## src/design/toc_pkg.sv

```systemverilog
// Shared constants, types and tables for the tilt orientation classifier.
package toc_pkg;

    // Angle output format and CORDIC depth
    localparam int ANGLE_FRAC_BITS   = 7;
    localparam int CORDIC_ITERATIONS = 16;

    // Internal fixed point
    localparam int SAMPLE_W   = 16;
    localparam int GUARD_BITS = 8;
    localparam int TABLE_BITS = 20;
    localparam int TABLE_LEN  = 24;
    localparam int CW         = SAMPLE_W + GUARD_BITS + 3;  // x/y datapath, headroom for gain
    localparam int ZW         = 30;                         // angle accumulator, deg * 2^20
    localparam int ROUND_SH   = TABLE_BITS - ANGLE_FRAC_BITS;

    // 1/K in Q0.16 for gain compensation
    localparam int             GAIN_SH  = 16;
    localparam logic [GAIN_SH-1:0] INV_GAIN = 16'd39797;
    localparam int             PW       = CW + GAIN_SH + 1;

    // Field widths
    localparam int PITCH_W = 15;
    localparam int ROLL_W  = 16;
    localparam int VLIM_W  = 8;
    localparam int HLIM_W  = 8;
    localparam int GLIM_W  = 16;

    // Configuration port
    localparam int CFG_IDX_W  = 2;
    localparam int CFG_DATA_W = 16;

    typedef enum logic [CFG_IDX_W-1:0] {
        CFG_VERTICAL_LIMIT   = 2'd0,
        CFG_HORIZONTAL_LIMIT = 2'd1,
        CFG_GYRO_LIMIT       = 2'd2
    } t_cfg_idx;

    localparam logic [VLIM_W-1:0] VLIM_RESET = 8'd60;
    localparam logic [HLIM_W-1:0] HLIM_RESET = 8'd30;
    localparam logic [GLIM_W-1:0] GLIM_RESET = 16'd300;

    typedef logic signed [ZW-1:0] t_angle;

    // atan(2^-i) in degrees * 2^20
    localparam t_angle ATAN_TAB [TABLE_LEN] = '{
        30'sd47185920, 30'sd27855475, 30'sd14718068, 30'sd7471121,
        30'sd3750058,  30'sd1876857,  30'sd938658,   30'sd469357,
        30'sd234682,   30'sd117342,   30'sd58671,    30'sd29335,
        30'sd14668,    30'sd7334,     30'sd3667,     30'sd1833,
        30'sd917,      30'sd458,      30'sd229,      30'sd115,
        30'sd57,       30'sd29,       30'sd14,       30'sd7
    };

    localparam t_angle Z_QUARTER  = t_angle'(longint'(90) << TABLE_BITS);
    localparam t_angle ROUND_HALF = t_angle'(longint'(1) << (ROUND_SH - 1));
    localparam t_angle PITCH_LIM  = t_angle'(longint'(90) << ANGLE_FRAC_BITS);
    localparam t_angle ROLL_LIM   = t_angle'(longint'(180) << ANGLE_FRAC_BITS);

    // Data carried alongside a CORDIC pass
    typedef struct packed {
        logic signed [SAMPLE_W-1:0] ax;
        t_angle                     roll;
        logic                       pitch_motion;
        logic                       roll_motion;
    } t_side;

    // One finished result
    typedef struct packed {
        logic signed [PITCH_W-1:0] pitch_angle;
        logic signed [ROLL_W-1:0]  roll_angle;
        logic                      vertical_flag;
        logic                      horizontal_flag;
        logic                      pitch_motion_flag;
        logic                      roll_motion_flag;
    } t_result;

endpackage

```

## src/design/toc_cordic.sv

```systemverilog
// Pipelined CORDIC vectoring unit: one pre-rotation stage, then one stage per iteration.
module toc_cordic import toc_pkg::*; (
    input  logic                 i_clk,
    input  logic                 i_rst_n,
    input  logic                 i_en,
    input  logic                 i_valid,
    input  logic signed [CW-1:0] i_x,
    input  logic signed [CW-1:0] i_y,
    input  t_side                i_side,
    output logic                 o_valid,
    output t_angle               o_angle,
    output logic signed [CW-1:0] o_mag,
    output t_side                o_side
);
    localparam int NS = CORDIC_ITERATIONS + 1;

    logic                 r_v    [NS];
    logic signed [CW-1:0] r_x    [NS];
    logic signed [CW-1:0] r_y    [NS];
    t_angle               r_z    [NS];
    logic                 r_zero [NS];
    t_side                r_side [NS];

    logic signed [CW-1:0] n_x0;
    logic signed [CW-1:0] n_y0;
    t_angle               n_z0;

    // Left half-plane vectors are turned by a quarter first
    always_comb begin
        n_x0 = i_x;
        n_y0 = i_y;
        n_z0 = '0;
        if (i_x[CW-1]) begin
            if (!i_y[CW-1]) begin
                n_x0 = i_y;
                n_y0 = -i_x;
                n_z0 = Z_QUARTER;
            end else begin
                n_x0 = -i_y;
                n_y0 = i_x;
                n_z0 = -Z_QUARTER;
            end
        end
    end

    always_ff @(posedge i_clk) begin
        if (!i_rst_n) begin
            r_v[0] <= 1'b0;
        end else if (i_en) begin
            r_v[0]    <= i_valid;
            r_x[0]    <= n_x0;
            r_y[0]    <= n_y0;
            r_z[0]    <= n_z0;
            r_zero[0] <= (i_x == '0) && (i_y == '0);
            r_side[0] <= i_side;
        end
    end

    // Micro-rotations, fixed shift per stage
    genvar g;
    generate
        for (g = 1; g < NS; g++) begin : g_iter
            logic signed [CW-1:0] n_xs;
            logic signed [CW-1:0] n_ys;
            logic signed [CW-1:0] n_x;
            logic signed [CW-1:0] n_y;
            t_angle               n_z;

            assign n_xs = r_x[g-1] >>> (g - 1);
            assign n_ys = r_y[g-1] >>> (g - 1);

            always_comb begin
                if (!r_y[g-1][CW-1]) begin
                    n_x = r_x[g-1] + n_ys;
                    n_y = r_y[g-1] - n_xs;
                    n_z = r_z[g-1] + ATAN_TAB[g-1];
                end else begin
                    n_x = r_x[g-1] - n_ys;
                    n_y = r_y[g-1] + n_xs;
                    n_z = r_z[g-1] - ATAN_TAB[g-1];
                end
            end

            always_ff @(posedge i_clk) begin
                if (!i_rst_n) begin
                    r_v[g] <= 1'b0;
                end else if (i_en) begin
                    r_v[g]    <= r_v[g-1];
                    r_x[g]    <= n_x;
                    r_y[g]    <= n_y;
                    r_z[g]    <= n_z;
                    r_zero[g] <= r_zero[g-1];
                    r_side[g] <= r_side[g-1];
                end
            end
        end
    endgenerate

    // Zero vector reads as angle 0; its x stays 0 through the stages
    assign o_valid = r_v[NS-1];
    assign o_angle = r_zero[NS-1] ? '0 : r_z[NS-1];
    assign o_mag   = r_x[NS-1];
    assign o_side  = r_side[NS-1];

endmodule

```

## config.mk

```make
export PLATFORM = sky130hd
export DESIGN_NAME = toc_cordic
export DESIGN_NICKNAME = d
export VERILOG_FILES = /design/src/design/toc_pkg.sv /design/src/design/toc_cordic.sv
export SDC_FILE = /design/constraint.sdc
export NUM_CORES = 2
export LEC_CHECK = 0
export BUFFER_PORTS_ARGS = -buffer_cell sky130_fd_sc_hd__buf_4
export CORE_AREA = 3 3 484 486
export CTS_BUF_LIST = sky130_fd_sc_hd__clkbuf_8
export CTS_CLUSTER_DIAMETER = 120
export DETAILED_ROUTE_END_ITERATION = 7
export DIE_AREA = 0 0 487 489
export PLACE_DENSITY = 0.74
export SLEW_MARGIN = 20
export SYNTH_ARGS = -nofsm -noshare
export SYNTH_HDL_FRONTEND = slang
export SYNTH_SLANG_ARGS = --single-unit
```

## constraint.sdc

```tcl
create_clock -name i_clk -period 85.6 [get_ports i_clk]
set_clock_uncertainty 0.05 [all_clocks]
set_input_delay 4.28 -clock i_clk [delete_from_list [all_inputs] [get_ports i_clk]]
set_output_delay 4.28 -clock i_clk [all_outputs]
set_load 0.02 [all_outputs]
```

==> impl_metrics.py <==
metrics = {
    "global_route": {
        "track_usage_pct": 26.2,
        "antenna_found_initial": 7,
        "grt_pass1_vias": 94200,
        "grt_max_degree": 189,
        "grt_overflow": 0,
        "grt_pass1_wl_um": 504000,
    },
    "clocking": {
        "cts_made_buffers": 369,
        "ctsResizeCount": 0,
        "clock_path_buffers": 4,
        "ctsHoldBuffers": 0,
        "root_buffer": "clkbuf_8",
        "tritoncts": "yes",
        "clk_latency_ns": 1.04,
        "htree_levels": 5,
        "clock-sinks": 2153,
        "path_clk_slew_ns": 0.06,
        "post_cts_buffers": 0,
    },
    "critical_path": {
        "worstPathMaxFanout": 80,
        "cp_data_arrival_time_ns": 11.07,
        "worstPathCellList": "buf_4, and2_4, buf_4, buf_4, buf_4, buf_4, buf_4, buf_4, buf_4",
        "cp-end-kind": "flop",
        "cp_top_family": "buffers and inverters",
        "cpMostUsedCell": "buf_4",
        "cp_slowest_cell": "buf_4",
        "worstSetupPathType": "in -> reg",
        "cp-start-kind": "primary input",
        "cp_num_buf_inv": 8,
        "max_stage_delay_ns": 0.88,
        "required_ns": 86.16,
    },
    "floorplan": {
        "core_um2": 230000,
        "die_h_um": 489,
        "dieArea_um2": 238000,
        "pin_count": 212,
        "rows": 176,
        "die_w_um": 487,
        "initial_utilization_pct": 59.9,
    },
    "pwr": {
        "max-vdd-ir-drop_mv": 0.0196,
        "leakage_nw": 59.9,
        "powerDensity_nw_per_um2": 38.4,
    },
    "layout": {
        "nFillCells": 17700,
        "drive_gt1_share_pct": 6.81,
        "final_nets": 14600,
        "area_growth_pct": 8.39,
    },
    "timing": {
        "fin_crit_sh_pct": 12.3,
        "finalSetupViolations": 0,
        "hold_violations": 0,
        "rsz0062_at_grt": "no",
        "tightest_slew_ns": 1.10,
        "slew_viol_final": 0,
        "fin_setup_tns_ns": 0,
        "fin_crit_ns": 10.51,
        "max_freq_mhz": 95.1,
        "fin_ws_ns": 75.09,
        "slew_headroom_pct": 25.4,
    },
    "drt": {
        "detail_route.wl_per_cell_um": 19.5,
        "avgViaCountPerCell": 6.01,
        "drt-initial-drc-count": 7721,
        "dr.pass1.iters": 6,
        "drt.antenna.violating_nets": 0,
        "route.vias.total": 98700,
        "drc_errors": 0,
        "wirelength_um": 320000,
    },
    "status": {
        "outcome": "complete, no violations",
    },
    "logic_synthesis": {
        "synth-seq-area-share_pct": 46.9,
        "synth-main-ff-cell": "edfxtp_1",
        "synth_cell_type_count": 100,
        "synth_edf_count": 2152,
        "async_flop_share_pct": 0,
        "yosysWarnings": 0,
        "synth.ff_latch_count": 2153,
        "synth_area_per_cell_um2": 10.8,
        "synth_area_leader_cell": "edfxtp_1",
        "syn-num-nets": 14200,
        "syn_inst": 12800,
        "synth_top_area_share_pct": 46.9,
        "syn_area_um2": 138000,
        "synth_area_leaders": "edfxtp_1, ha_1, xnor2_1",
    },
    "placed_design": {
        "gp_congestion": 0.992,
        "dp_slack_ns": 73.95,
        "dp_hpwl_um": 244000,
        "portBuffers": 210,
    },
    "worst_hold_path": {
        "hp-class": "reg -> reg",
    },
    "run": {
        "max_cap_violations": 0,
    },
}
==> cell families (layout without fill, tap and decap cells) <==
logic type	after synthesis	count (layout)	synth area share, %
buffers and inverters	872	1505	2.58
adder cells (fa/ha/maj)	1351	1351	12.5
multiplexers	77	77	0.600
XOR/XNOR	1572	1572	9.99
AND/OR/NAND/NOR	3348	3348	11.7
flip-flops	2153	2153	46.9
AO/OA/AOI/OAI	3390	3390	15.7
other	1	4	0.00272
==> placed cells by master, fill, tap and decap left out, types with 42 or more instances in the layout <==
cell      count
a21oi_1    1165
clkinv_2     52
clkinv_1     87
mux2_2       45
nor2_1     1139
xor2_1      535
o21a_1      181
edfxtp_1   2152
or2_2        42
nand2_1     597
a31oi_1     149
or3_1        85
nand3_1     210
buf_4       269
nor2b_1     212
o41ai_1      44
clkbuf_8    370
o21ai_0     544
xnor2_1    1037
o21bai_1    160
nand4_1      87
nor3_1      335
o31ai_1      53
ha_1       1306
a211oi_1     80
o211ai_1     56
fa_1         45
and2_1       66
nand2b_1    177
inv_1       672
nor4_1      104
and3_1      141
a21o_1      522
==> final cells by class <==
type	instances	area (µm²)	share of cell area [%]
clock buffer	370	5090	3.41
antenna	3	7.51	0.00502
sequential	2153	64600	43.3
tap	3026	3790	2.53
inverter	579	2170	1.45
clock inverter	284	1990	1.33
multi-input combinational	9739	69700	46.6
timing repair buffer	272	2070	1.39
==> registers in the layout, indices dropped and copies added (netlist names) <==
name and flops:
r_side 816, r_y 416, r_x 459, r_zero 17, r_z 428, r_v 17
==> per-stage QoR <==
| step | power [mW] | instances | util [%] | cell area [µm²] | hold WS [ns] |
|---|---|---|---|---|---|
| finish | 5.74 | 16400 | 64.9 | 149000 | 0.307 |
| global route | 6.15 | 16400 | 64.9 | 149000 | 0.316 |
| CTS | 5.74 | 16400 | 64.9 | 149000 | 0.303 |
| detailed placement | 4.80 | 15800 | 61.9 | 142000 | 0.355 |
| global placement | 4.73 | 15800 | 61.9 | 142000 | 0.350 |
| floorplan | 4.12 | 12800 | - | 138000 | 0.350 |
==> worst register-to-register path, cell delays in order, from the launching register on <==
cell	delay (ns)
edfxtp_1	0.45
or4_1	0.63
or4_1	0.47
nor2_1	0.54
a21oi_1	0.20
xnor2_1	0.18
ha_1	0.38
a21o_1	0.20
a21o_1	0.18
a21oi_1	0.25
nand2_1	0.10
o211a_1	0.23
o41ai_1	0.63
o21ai_0	0.33
or3b_2	0.50
a21oi_1	0.18
xnor2_1	0.08
==> where the power goes <==
group          internal (mW)  leakage [nW]  total (mW)  switching [mW]
clock                  0.489          3.97       0.900           0.412
combinational           1.28          35.8        3.01            1.74
sequential              1.60          20.2        1.82           0.226
==> routing by layer <==
layer  part of all wire, %  track usage (%)  up-vias
li1                      -                -    48100
met1                    44             36.4    47000
met2                    46             42.2     2956
met3                   6.2             3.96      574
met4                   3.2             8.52        6
met5                 0.016                0        -
==> final timing paths <==
check,from,to,slack [ns],cells past startpoint
worst min-delay path,r_side[0][369],r_side[0][417],0.31,0
worst min register to register,r_side[0][369],r_side[0][417],0.31,0
worst max-delay path,i_en,r_side[0][81],75.09,9
worst max register to register,r_y[0][90],r_x[0][134],79.76,16
==> cells in the mapped netlist (80+ instances only) <==
| cell type | count |
|---|---|
| a211oi_1 | 80 |
| a21o_1 | 522 |
| a21oi_1 | 1165 |
| a31oi_1 | 149 |
| and3_1 | 141 |
| clkbuf_1 | 191 |
| edfxtp_1 | 2152 |
| ha_1 | 1306 |
| inv_1 | 574 |
| nand2_1 | 597 |
| nand2b_1 | 177 |
| nand3_1 | 210 |
| nand4_1 | 87 |
| nor2_1 | 1139 |
| nor2b_1 | 212 |
| nor3_1 | 335 |
| nor4_1 | 105 |
| o21a_1 | 181 |
| o21ai_0 | 544 |
| o21bai_1 | 160 |
| or3_1 | 85 |
| xnor2_1 | 1037 |
| xor2_1 | 535 |
No activity file was read; power rests on OpenSTA's default activity.
