$ cat src/design/toc_pkg.sv
// Shared constants, types and tables for the tilt orientation classifier.
package toc_pkg;

    // Angle output format and CORDIC depth
    localparam int ANGLE_FRAC_BITS   = 7;
    localparam int CORDIC_ITERATIONS = 16;

    // Internal fixed point
    localparam int SAMPLE_W   = 16;
    localparam int GUARD_BITS = 8;
    localparam int TABLE_BITS = 20;
    localparam int TABLE_LEN  = 24;
    localparam int CW         = SAMPLE_W + GUARD_BITS + 3;  // x/y datapath, headroom for gain
    localparam int ZW         = 30;                         // angle accumulator, deg * 2^20
    localparam int ROUND_SH   = TABLE_BITS - ANGLE_FRAC_BITS;

    // 1/K in Q0.16 for gain compensation
    localparam int             GAIN_SH  = 16;
    localparam logic [GAIN_SH-1:0] INV_GAIN = 16'd39797;
    localparam int             PW       = CW + GAIN_SH + 1;

    // Field widths
    localparam int PITCH_W = 15;
    localparam int ROLL_W  = 16;
    localparam int VLIM_W  = 8;
    localparam int HLIM_W  = 8;
    localparam int GLIM_W  = 16;

    // Configuration port
    localparam int CFG_IDX_W  = 2;
    localparam int CFG_DATA_W = 16;

    typedef enum logic [CFG_IDX_W-1:0] {
        CFG_VERTICAL_LIMIT   = 2'd0,
        CFG_HORIZONTAL_LIMIT = 2'd1,
        CFG_GYRO_LIMIT       = 2'd2
    } t_cfg_idx;

    localparam logic [VLIM_W-1:0] VLIM_RESET = 8'd60;
    localparam logic [HLIM_W-1:0] HLIM_RESET = 8'd30;
    localparam logic [GLIM_W-1:0] GLIM_RESET = 16'd300;

    typedef logic signed [ZW-1:0] t_angle;

    // atan(2^-i) in degrees * 2^20
    localparam t_angle ATAN_TAB [TABLE_LEN] = '{
        30'sd47185920, 30'sd27855475, 30'sd14718068, 30'sd7471121,
        30'sd3750058,  30'sd1876857,  30'sd938658,   30'sd469357,
        30'sd234682,   30'sd117342,   30'sd58671,    30'sd29335,
        30'sd14668,    30'sd7334,     30'sd3667,     30'sd1833,
        30'sd917,      30'sd458,      30'sd229,      30'sd115,
        30'sd57,       30'sd29,       30'sd14,       30'sd7
    };

    localparam t_angle Z_QUARTER  = t_angle'(longint'(90) << TABLE_BITS);
    localparam t_angle ROUND_HALF = t_angle'(longint'(1) << (ROUND_SH - 1));
    localparam t_angle PITCH_LIM  = t_angle'(longint'(90) << ANGLE_FRAC_BITS);
    localparam t_angle ROLL_LIM   = t_angle'(longint'(180) << ANGLE_FRAC_BITS);

    // Data carried alongside a CORDIC pass
    typedef struct packed {
        logic signed [SAMPLE_W-1:0] ax;
        t_angle                     roll;
        logic                       pitch_motion;
        logic                       roll_motion;
    } t_side;

    // One finished result
    typedef struct packed {
        logic signed [PITCH_W-1:0] pitch_angle;
        logic signed [ROLL_W-1:0]  roll_angle;
        logic                      vertical_flag;
        logic                      horizontal_flag;
        logic                      pitch_motion_flag;
        logic                      roll_motion_flag;
    } t_result;

endpackage

$ cat src/design/toc_if.sv


interface toc_out_if import toc_pkg::*; ();
    logic                      valid;
    logic                      ready;
    logic signed [PITCH_W-1:0] pitch_angle;
    logic signed [ROLL_W-1:0]  roll_angle;
    logic                      vertical_flag;
    logic                      horizontal_flag;
    logic                      pitch_motion_flag;
    logic                      roll_motion_flag;

    modport source (output valid, pitch_angle, roll_angle, vertical_flag, horizontal_flag,
                    pitch_motion_flag, roll_motion_flag, input ready);
    modport sink   (input valid, pitch_angle, roll_angle, vertical_flag, horizontal_flag,
                    pitch_motion_flag, roll_motion_flag, output ready);
endinterface

$ cat src/design/toc_out_buf.sv
// Output register with skid stage; parts the pipeline from the result receiver.
module toc_out_buf import toc_pkg::*; (
    input  logic      i_clk,
    input  logic      i_rst_n,
    input  logic      i_push,
    input  t_result   i_data,
    output logic      o_en,
    toc_out_if.source o_out
);
    logic    r_out_v;
    logic    r_skid_v;
    t_result r_out_d;
    t_result r_skid_d;
    logic    n_out_v;
    logic    n_skid_v;
    t_result n_out_d;
    t_result n_skid_d;
    logic    w_take;

    // Output register can load when empty or being taken
    assign w_take = !r_out_v || o_out.ready;

    always_comb begin
        if (w_take) begin
            n_out_v  = r_skid_v | i_push;
            n_out_d  = r_skid_v ? r_skid_d : i_data;
            n_skid_v = 1'b0;
            n_skid_d = r_skid_d;
        end else begin
            n_out_v  = r_out_v;
            n_out_d  = r_out_d;
            n_skid_v = r_skid_v | i_push;
            n_skid_d = i_push ? i_data : r_skid_d;
        end
    end

    always_ff @(posedge i_clk) begin
        if (!i_rst_n) begin
            r_out_v  <= 1'b0;
            r_skid_v <= 1'b0;
        end else begin
            r_out_v  <= n_out_v;
            r_skid_v <= n_skid_v;
        end
    end

    always_ff @(posedge i_clk) begin
        r_out_d  <= n_out_d;
        r_skid_d <= n_skid_d;
    end

    // Pipeline moves only while the skid stage is free
    assign o_en = !r_skid_v;

    assign o_out.valid             = r_out_v;
    assign o_out.pitch_angle       = r_out_d.pitch_angle;
    assign o_out.roll_angle        = r_out_d.roll_angle;
    assign o_out.vertical_flag     = r_out_d.vertical_flag;
    assign o_out.horizontal_flag   = r_out_d.horizontal_flag;
    assign o_out.pitch_motion_flag = r_out_d.pitch_motion_flag;
    assign o_out.roll_motion_flag  = r_out_d.roll_motion_flag;

endmodule

$ cat src/flat_wrapper.sv
// flat-port wrapper written by rule: the top's interface ports become plain ports
module toc_out_buf_flat import toc_pkg::*;
  (i_clk, i_rst_n, i_push, i_data, o_en, o_out_valid, o_out_pitch_angle, o_out_roll_angle, o_out_vertical_flag, o_out_horizontal_flag, o_out_pitch_motion_flag, o_out_roll_motion_flag, o_out_ready);
  toc_out_if o_out_i ();
  input  logic i_clk;
  input  logic i_rst_n;
  input  logic i_push;
  input  t_result i_data;
  output logic o_en;
  output wire logic [$bits(o_out_i.valid)-1:0] o_out_valid;
  output wire logic [$bits(o_out_i.pitch_angle)-1:0] o_out_pitch_angle;
  output wire logic [$bits(o_out_i.roll_angle)-1:0] o_out_roll_angle;
  output wire logic [$bits(o_out_i.vertical_flag)-1:0] o_out_vertical_flag;
  output wire logic [$bits(o_out_i.horizontal_flag)-1:0] o_out_horizontal_flag;
  output wire logic [$bits(o_out_i.pitch_motion_flag)-1:0] o_out_pitch_motion_flag;
  output wire logic [$bits(o_out_i.roll_motion_flag)-1:0] o_out_roll_motion_flag;
  input wire logic [$bits(o_out_i.ready)-1:0] o_out_ready;
  assign o_out_valid = o_out_i.valid;
  assign o_out_pitch_angle = o_out_i.pitch_angle;
  assign o_out_roll_angle = o_out_i.roll_angle;
  assign o_out_vertical_flag = o_out_i.vertical_flag;
  assign o_out_horizontal_flag = o_out_i.horizontal_flag;
  assign o_out_pitch_motion_flag = o_out_i.pitch_motion_flag;
  assign o_out_roll_motion_flag = o_out_i.roll_motion_flag;
  assign o_out_i.ready = o_out_ready;
  toc_out_buf u_core (.i_clk(i_clk), .i_rst_n(i_rst_n), .i_push(i_push), .i_data(i_data), .o_en(o_en), .o_out(o_out_i));
endmodule
$ cat config.mk
export PLATFORM = sky130hd
export DESIGN_NAME = toc_out_buf_flat
export DESIGN_NICKNAME = d
export VERILOG_FILES = /design/src/design/toc_pkg.sv /design/src/design/toc_if.sv /design/src/design/toc_out_buf.sv /design/src/flat_wrapper.sv
export SDC_FILE = /design/constraint.sdc
export NUM_CORES = 1
export LEC_CHECK = 0
export BUFFER_PORTS_ARGS = -buffer_cell sky130_fd_sc_hd__buf_2
export CORE_AREA = 8 8 75 94
export DETAILED_ROUTE_END_ITERATION = 6
export DIE_AREA = 0 0 83 102
export PLACE_DENSITY = 0.81
export REMOVE_ABC_BUFFERS = 1
export SYNTH_ARGS = -nofsm -noshare
export SYNTH_HDL_FRONTEND = slang
export SYNTH_SLANG_ARGS = --single-unit
$ cat constraint.sdc
create_clock -name i_clk -period 3.8 [get_ports i_clk]
set_input_delay 0.57 -clock i_clk [delete_from_list [all_inputs] [get_ports i_clk]]
set_output_delay 0.57 -clock i_clk [all_outputs]
set_load 0.02 [all_outputs]
==> results of run 1 <==
[report_power, final]
group | internal (mW) | switching, mW
combinational | 0.0644 | 0.0794
clock | 0.498 | 0.272
sequential | 0.915 | 0.0135
[synthesized netlist by cell type]
cell type                  number  share of area, %
sky130_fd_sc_hd__a21boi_0       1              0.27
sky130_fd_sc_hd__buf_12         3               2.2
sky130_fd_sc_hd__buf_6          1              0.41
sky130_fd_sc_hd__dfxtp_1        2               1.5
sky130_fd_sc_hd__edfxtp_1      70                76
sky130_fd_sc_hd__inv_1          2              0.27
sky130_fd_sc_hd__mux2_2         7               2.9
sky130_fd_sc_hd__mux2_4        28                15
sky130_fd_sc_hd__nand2b_1       1              0.23
sky130_fd_sc_hd__nor2_1         1              0.14
sky130_fd_sc_hd__nor2_2         1              0.23
sky130_fd_sc_hd__nor3b_2        1              0.45
[path summary, 6_finish.rpt]
kind	endpoint	slack (ns)	cells after the start	startpoint
worst max register to register	u_core.o_out.pitch_angle[14]	2.02	1	u_core.r_skid_v
worst max-delay path	o_en	1.52	2	u_core.r_skid_v
worst min-delay path	u_core.r_skid_d[27]	0.42	1	i_data[27]
worst min register to register	u_core.o_out.roll_angle[7]	0.55	1	u_core.r_skid_d[11]
[layer usage]
| metal | track usage, % | wire length [um] |
|---|---|---|
| met3 | 4.23 | 313 |
| met4 | 7.72 | 114 |
| met1 | 13.0 | 1960 |
| met2 | 18.1 | 2300 |
| met5 | 0 | 0 |
[sequential cells by signal, indices dropped and copies added (netlist names)]
register,flops
u_core.o_out.valid,1
u_core.o_out.vertical_flag,1
u_core.o_out.pitch_motion_flag,1
u_core.o_out.horizontal_flag,1
u_core.r_skid_v,1
u_core.o_out.pitch_angle,15
u_core.o_out.roll_motion_flag,1
u_core.r_skid_d,35
u_core.o_out.roll_angle,16
[critical path: stages, from the launching register on]
cell,delay [ns]
sky130_fd_sc_hd__dfxtp_2,1.09
sky130_fd_sc_hd__inv_1,0.08
sky130_fd_sc_hd__buf_2,0.20
[final cells by class]
cell class	instances	area, um^2	area share, %
inverter	2	7.51	0.220
timing repair buffer	76	383	11.2
multi-input combinational	40	546	16.0
clock inverter	6	133	3.88
sequential	72	2140	62.7
clock buffer	9	124	3.62
tap	66	82.6	2.42
[stage by stage]
step | cell area (um^2) | utilization, % | std cells | hold slack [ns] | worst slack [ns]
final | 3420 | 60.8 | 271 | 0.422 | 1.52
after detailed placement | 3160 | 56.2 | 256 | 0.532 | 1.77
after CTS | 3420 | 60.8 | 271 | 0.408 | 1.49
after floorplan | 2690 | - | 114 | 0.523 | 0.277
after global placement | 3160 | 56.2 | 256 | 0.528 | 1.81
after global routing | 3420 | 60.8 | 271 | 0.397 | 1.37
[layout by cell type, fill, tap and decap left out]
cell | Yosys | routed
sky130_fd_sc_hd__dfxtp_1 | 2 | 1
sky130_fd_sc_hd__inv_1 | 2 | 2
sky130_fd_sc_hd__clkinv_1 | 0 | 1
sky130_fd_sc_hd__buf_4 | 0 | 1
sky130_fd_sc_hd__clkbuf_8 | 0 | 9
sky130_fd_sc_hd__mux2_4 | 28 | 28
sky130_fd_sc_hd__nand2b_2 | 0 | 1
sky130_fd_sc_hd__a21boi_0 | 1 | 1
sky130_fd_sc_hd__clkinv_4 | 0 | 1
sky130_fd_sc_hd__nor3b_2 | 1 | 1
sky130_fd_sc_hd__edfxtp_1 | 70 | 70
sky130_fd_sc_hd__buf_2 | 0 | 75
sky130_fd_sc_hd__bufinv_16 | 0 | 4
sky130_fd_sc_hd__dfxtp_2 | 0 | 1
sky130_fd_sc_hd__mux2_2 | 7 | 7
sky130_fd_sc_hd__nor2_2 | 1 | 1
sky130_fd_sc_hd__nor2_4 | 0 | 1
[kinds of logic after synthesis]
kind of cell | synth area share [%]
flip-flops | 77.7
multiplexers | 18.1
AND/OR/NAND/NOR | 1.04
AO/OA/AOI/OAI | 0.272
buffers and inverters | 2.86
==> qor.csv, run 1 <==
stage,metric,value,unit
sta,final_setup_violating_endpoints,0,
final_layout,n_diodes,0,
clock_network,htree_levels,3,
final_layout,fill_cells,416,
global_routing,grt_max_degree,38,
hold_path,hp-class,in2reg,
clock_network,tritoncts,yes,
die,die-area,8470,um^2
sta,timing.final.crit_share,59.9,%
die,die_width,83,um
die,effective_utilization_at_floorplan,49.0,%
die,die_y,102,um
clock_network,clkSinkCount,72,
final_layout,final_net_count,240,
global_routing,antenna_found_initial,0,
detailed_routing,total_via_count_after_detailed_routing,1314,
yosys,post_synthesis_average_cell_area,23.4,um^2
detailed_routing,drt_first_iter_violations,126,
detailed_routing,finalWirelength,4690,um
clock_network,clock_tree.buffer_depth,2,
power_and_ir_drop,pwr_density_cell,539,nW/um^2
sta,fin_crit,2.28,ns
sta,totalNegativeSetupSlack,0,ns
place,dp.final_hpwl,3220,um
die,coreArea,5620,um^2
run_status,outcome,"complete, no violations",
clock_network,clockRootBuffer,sky130_fd_sc_hd__clkbuf_8,
global_routing,grt_first_pass_wirelength,7420,um
global_routing,grt_util_all_layers,11.5,%
run,max_cap_viol_count,0,
power_and_ir_drop,power,1.84,mW
critical_path,critical_path.endpoint_type,output port,
yosys,yosysWarnings,0,
yosys,synth_register_bits,72,
detailed_routing,post_drt_via_cell_ratio,4.85,
detailed_routing,final_antenna_net_count,0,
clock_network,worst_skew_pair.late_latency,0.33,ns
clock_network,postCtsResizedCells,0,
global_routing,grt_pass1_vias,1382,
detailed_routing,drt_drc_violations_left,0,
critical_path,crit_type,reg2out,
critical_path,worst_ep_arrival_time,1.71,ns
die,fp-row-count,31,
global_routing,grt_overflow,0,
detailed_routing,post_drt_wl_per_cell,17.3,um
sta,relSlewSlack,24.0,%
yosys,netlist-cell-type-count,12,
sta,max_clock_freq,439,MHz
sta,rsz0062_at_grt,false,
final_layout,area.growth.synth_to_final,24.0,%
sta,maxSlewViolCount,0,
power_and_ir_drop,power.static_leakage,1.36,nW
sta,fin_worst_skew,0.00691,ns
sta,final-hold-violation-count,0,
yosys,synthesis.area,2760,um^2
yosys,syn-instance-count,118,
yosys,synth_sequential_area_ratio,77.7,%
critical_path,timing.critical_path.required,3.23,ns
critical_path,worst-path-max-fanout,37,
place,gp_congestion,0.730,
sta,transition_at_the_pin_with_the_smallest_max_transition_slack,1.14,ns
die,io-pin-count,76,
final_layout,final_layout_size_suffix_gt1_share,63.4,%
critical_path,critical_path.startpoint_type,flip-flop,
clock_network,cts.repair_timing.setup_buffer_count,0,
place,placement.io_buffers,75,
detailed_routing,detail_route.first_pass.iterations,4,
clock_network,clk_transition_reported_paths,0.08,ns
clock_network,cts_inserted_buffers,9,
clock_network,hold_buf_cts,0,
power_and_ir_drop,worst_supply_voltage_drop_on_vdd,0.342,mV
(Power assumes the default switching activity.)
==> run 2, diff against run 1 <==
--- a/config.mk
+++ b/config.mk
@@ -6,10 +6,10 @@
 export NUM_CORES = 1
 export LEC_CHECK = 0
 export BUFFER_PORTS_ARGS = -buffer_cell sky130_fd_sc_hd__buf_2
-export CORE_AREA = 8 8 75 94
+export CORE_AREA = 8 8 79 98
 export DETAILED_ROUTE_END_ITERATION = 6
-export DIE_AREA = 0 0 83 102
-export PLACE_DENSITY = 0.81
+export DIE_AREA = 0 0 87 106
+export PLACE_DENSITY = 0.78
 export REMOVE_ABC_BUFFERS = 1
 export SYNTH_ARGS = -nofsm -noshare
 export SYNTH_HDL_FRONTEND = slang
==> constraint.sdc (replaced) <==
create_clock -name i_clk -period 1.9 [get_ports i_clk]
set_input_delay 0.285 -clock i_clk [delete_from_list [all_inputs] [get_ports i_clk]]
set_output_delay 0.285 -clock i_clk [all_outputs]
set_load 0.02 [all_outputs]
==> qor.csv, run 2 (synthesis results as in run 1) <==
stage,metric,value,unit
final_layout,largest_reg_flops,35,
clock_network,clock_tree.buffer_depth,2,
detailed_routing,detail_route.first_pass.iterations,4,
critical_path,setup.worst_path.end,o_en,
final_layout,n_diodes,0,
global_routing,grt_util_all_layers,11.1,%
clock_network,cts.repair_timing.setup_buffer_count,0,
clock_network,clockRootBuffer,sky130_fd_sc_hd__clkbuf_8,
critical_path,cp-startpoint,u_core.r_skid_v,
critical_path,critical_path.reg2reg.endpoint,u_core.o_out.pitch_motion_flag,
critical_path,worst-path-max-fanout,17,
die,die_y,106,um
detailed_routing,final_antenna_net_count,0,
critical_path,worstSetupPathDepth,3,
hold_path,hp-class,in2reg,
final_layout,utilization,55.4,%
final_layout,largest_register,u_core.r_skid_d,
final_layout,layout_commonest_cell,sky130_fd_sc_hd__buf_2,
critical_path,cp_top_delay_family,flip-flops,
detailed_routing,finalWirelength,4940,um
detailed_routing,drt_drc_violations_left,0,
place,dp.final_hpwl,3410,um
final_layout,fill_cells,489,
global_routing,grt_overflow,0,
detailed_routing,total_via_count_after_detailed_routing,1332,
clock_network,cts_inserted_buffers,9,
sta,final_setup_violating_endpoints,0,
sta,relSlewSlack,69.8,%
die,die_width,87,um
sta,final-hold-violation-count,0,
detailed_routing,post_drt_wl_per_cell,16.7,um
clock_network,hold_buf_cts,0,
sta,transition_at_the_pin_with_the_smallest_max_transition_slack,0.453,ns
critical_path,timing.critical_path.required,1.62,ns
critical_path,cp_cell_sequence,buf_12 -> inv_1 -> buf_2,
critical_path,r2r.worst_path.cells,2,
critical_path,cp.buffers_inverters,3,
clock_network,postCtsResizedCells,0,
sta,max_clock_freq,610,MHz
critical_path,critical_path.startpoint_type,flip-flop,
critical_path,cp_slowest_stage_delay,0.58,ns
critical_path,worst_ep_arrival_time,1.35,ns
die,io-pin-count,76,
place,placement.io_buffers,75,
sta,maxSlewViolCount,0,
final_layout,area.growth.synth_to_final,27.1,%
final_layout,final_net_count,243,
clock_network,clkSinkCount,72,
final_layout,layoutNonFillerInstCount,296,
final_layout,mostFrequentLayoutCells,"sky130_fd_sc_hd__buf_2, sky130_fd_sc_hd__edfxtp_1, sky130_fd_sc_hd__mux2_4",
die,fp-row-count,33,
sta,fin_worst_skew,0.00859,ns
critical_path,critical_path.endpoint_type,output port,
critical_path,setup.reg_to_reg.worst_slack,0.49,ns
detailed_routing,drt_first_iter_violations,130,
sta,timing.final.crit_share,86.3,%
critical_path,crit_type,reg2out,
clock_network,clk_transition_reported_paths,0.08,ns
detailed_routing,post_drt_via_cell_ratio,4.50,
place,gp_congestion,0.739,
die,coreArea,6320,um^2
run,max_cap_viol_count,0,
global_routing,antenna_found_initial,0,
sta,fin_crit,1.64,ns
die,effective_utilization_at_floorplan,43.6,%
final_layout,final_layout_size_suffix_gt1_share,64.6,%
hold_path,min_path_cells,1,
place,place.detailed.instances,280,
run_status,outcome,"complete, no violations",
power_and_ir_drop,power.static_leakage,1.38,nW
clock_network,tritoncts,yes,
global_routing,grt_first_pass_wirelength,7570,um
clock_network,htree_levels,3,
global_routing,grt_max_degree,36,
critical_path,worstReg2RegStart,u_core.r_skid_v,
power_and_ir_drop,worst_supply_voltage_drop_on_vdd,0.728,mV
sta,rsz0062_at_grt,false,
die,die-area,9220,um^2
clock_network,worst_skew_pair.late_latency,0.33,ns
global_routing,grt_pass1_vias,1473,
power_and_ir_drop,pwr_density_cell,1040,nW/um^2
critical_path,critPathSlowestCell,sky130_fd_sc_hd__dfxtp_2,
-- run 2: worst min-delay path by stage --
stage | slack [ns] | end | from
after global placement | 0.48 | u_core.r_skid_d[2] | i_data[2]
final | 0.14 | u_core.r_skid_d[2] | i_data[2]
after detailed placement | 0.48 | u_core.r_skid_d[28] | i_data[28]
after CTS | 0.12 | u_core.r_skid_d[2] | i_data[2]
after global routing | 0.12 | u_core.r_skid_d[12] | i_data[12]
after floorplan | 0.38 | u_core.r_skid_d[0] | i_data[0]
-- run 2: area by class of cell --
cell class,count,area [um^2],share of cell area [%]
clock buffers,11,151,4.32
inverters,2,7.51,0.214
clock inverters,5,103,2.93
multi-input cells,40,546,15.6
repair buffers,79,443,12.6
flip-flops and latches,72,2140,61.2
well taps,87,109,3.11
-- run 2: per-layer routing --
metal / wire [um] / GRT usage [%]
met4: 97 / 6.30
met3: 307 / 4.48
met2: 2560 / 18.1
met5: 0 / 0
met1: 1970 / 12.0
-- run 2: per-stage QoR --
step / instance area, um^2 / hold slack, ns / setup TNS, ns / setup WS, ns / power (mW)
floorplan: 2690 / 0.384 / -56.48 / -1.45 / 2.06
global placement: 3250 / 0.479 / 0 / 0.512 / 2.19
detailed placement: 3250 / 0.479 / 0 / 0.516 / 2.20
CTS: 3500 / 0.120 / 0 / 0.244 / 3.69
global route: 3500 / 0.120 / 0 / 0.213 / 3.76
finish: 3500 / 0.139 / 0 / 0.260 / 3.65
-- run 2: report_power, final --
group / total [mW] / internal [mW] / switching [mW]
Combinational: 0.298 / 0.133 / 0.165
Clock: 1.50 / 0.942 / 0.554
Sequential: 1.86 / 1.83 / 0.0254
==> run 3, diff against run 2 <==
==> constraint.sdc (replaced) <==
create_clock -name i_clk -period 1.9 [get_ports i_clk]
set_input_delay 0.285 -clock i_clk [delete_from_list [all_inputs] [get_ports i_clk]]
set_output_delay 0.285 -clock i_clk [all_outputs]
set_load 0.1 [all_outputs]
==> qor.csv, run 3 (synthesis results as in run 1) <==
stage,metric,value,unit
die,die-area,9220,um^2
global_routing,grt_overflow,0,
power_and_ir_drop,worst_supply_voltage_drop_on_vdd,0.640,mV
critical_path,setup.reg_to_reg.worst_slack,0.65,ns
critical_path,timing.critical_path.required,1.62,ns
global_routing,grt_max_degree,38,
critical_path,cp_cell_sequence,buf_4 -> inv_1 -> buf_2,
critical_path,r2r.worst_path.cells,2,
sta,maxSlewViolCount,0,
sta,relSlewSlack,66.9,%
critical_path,worst_ep_arrival_time,1.34,ns
die,die_y,106,um
die,fp-row-count,33,
clock_network,tritoncts,yes,
final_layout,final_net_count,244,
detailed_routing,drt_first_iter_violations,55,
run,max_cap_viol_count,0,
final_layout,final_layout_size_suffix_gt1_share,63.3,%
sta,rsz0062_at_grt,false,
critical_path,critical_path.startpoint_type,flip-flop,
global_routing,grt_pass1_vias,1536,
detailed_routing,final_antenna_net_count,0,
critical_path,critPathSlowestCell,sky130_fd_sc_hd__buf_2,
clock_network,clk_transition_reported_paths,0.07,ns
die,die_width,87,um
sta,final-hold-violation-count,0,
die,effective_utilization_at_floorplan,43.6,%
clock_network,cts.repair_timing.setup_buffer_count,0,
critical_path,crit_type,reg2out,
global_routing,antenna_found_initial,0,
sta,fin_worst_skew,0.00647,ns
critical_path,critical_path.endpoint_type,output port,
sta,final_critical_path_setup_slack,0.278,ns
global_routing,grt_first_pass_wirelength,7570,um
final_layout,layout_commonest_cell,sky130_fd_sc_hd__buf_2,
place,place_worst_setup_slack,0.584,ns
power_and_ir_drop,power.static_leakage,1.36,nW
critical_path,worst-path-max-fanout,11,
clock_network,hold_buf_cts,0,
detailed_routing,post_drt_wl_per_cell,16.5,um
power_and_ir_drop,pwr_density_cell,1080,nW/um^2
final_layout,n_diodes,0,
sta,transition_at_the_pin_with_the_smallest_max_transition_slack,0.500,ns
hold_path,min_path_cells,1,
place,dp.final_hpwl,3530,um
final_layout,mostFrequentLayoutCells,"sky130_fd_sc_hd__buf_2, sky130_fd_sc_hd__edfxtp_1, sky130_fd_sc_hd__mux2_4",
hold_path,hp-class,in2reg,
final_layout,utilization,54.3,%
place,placement.io_buffers,75,
sta,fin_crit,1.62,ns
clock_network,clockRootBuffer,sky130_fd_sc_hd__clkbuf_8,
detailed_routing,post_drt_via_cell_ratio,4.50,
global_routing,grt_util_all_layers,11.1,%
final_layout,largest_reg_flops,35,
run_status,outcome,"complete, no violations",
detailed_routing,detail_route.first_pass.iterations,4,
clock_network,htree_levels,3,
die,io-pin-count,76,
detailed_routing,total_via_count_after_detailed_routing,1336,
final_layout,largest_register,u_core.r_skid_d,
sta,timing.final.crit_share,85.4,%
clock_network,postCtsResizedCells,0,
clock_network,clock_tree.buffer_depth,2,
clock_network,clkSinkCount,72,
final_layout,area.growth.synth_to_final,24.5,%
place,gp_congestion,0.741,
clock_network,worst_skew_pair.late_latency,0.33,ns
die,coreArea,6320,um^2
detailed_routing,finalWirelength,4910,um
sta,final_setup_violating_endpoints,0,
clock_network,cts_inserted_buffers,9,
sta,max_clock_freq,616,MHz
detailed_routing,drt_drc_violations_left,0,
critical_path,cp_slowest_stage_delay,0.41,ns
run 3: power breakdown:
part | switching [mW] | internal [mW] | total [mW] | leakage, nW
Combinational | 0.528 | 0.131 | 0.660 | 0.558
Sequential | 0.0231 | 1.83 | 1.85 | 0.698
Clock | 0.523 | 0.683 | 1.21 | 0.101
run 3: metal layers:
layer  GRT usage [%]  wire length (um)  vias up
met1            11.2              1940      646
met5               0                 0        -
li1                -                 -      639
met3            4.55               295        5
met4            5.93                70        0
met2            18.9              2610       46
run 3: path summary, 6_finish.rpt:
check	start	endpoint
worst min-delay path	i_data[2]	u_core.r_skid_d[2]
worst max register to register	u_core.r_skid_v	u_core.o_out.pitch_motion_flag
worst max-delay path	u_core.r_skid_v	o_en
worst min register to register	u_core.r_skid_d[4]	u_core.o_out.roll_angle[0]
run 3: worst max-delay path: cells and delay by family, from the launching register on:
family / cells / cell delay, ns
buffers and inverters: 3 / 0.67
flip-flops: 1 / 0.33
run 3: area by class of cell:
| type | instances | area, um^2 |
|---|---|---|
| repair buffers | 80 | 425 |
| inverters | 2 | 7.51 |
| flip-flops and latches | 72 | 2140 |
| fillers | 506 | 2890 |
| multi-input cells | 40 | 546 |
| well taps | 87 | 109 |
| clock buffers | 14 | 163 |
| clock inverters | 2 | 38.8 |
run 3: per-stage QoR:
stage	hold slack [ns]	instance area [um^2]	instances	TNS [ns]	power, mW
finish	0.143	3430	297	0	3.72
global placement	0.480	3230	281	0	2.55
CTS	0.125	3430	297	0	3.76
global route	0.119	3430	297	0	3.83
floorplan	0.384	2690	114	-100.70	2.42
detailed placement	0.481	3230	281	0	2.56
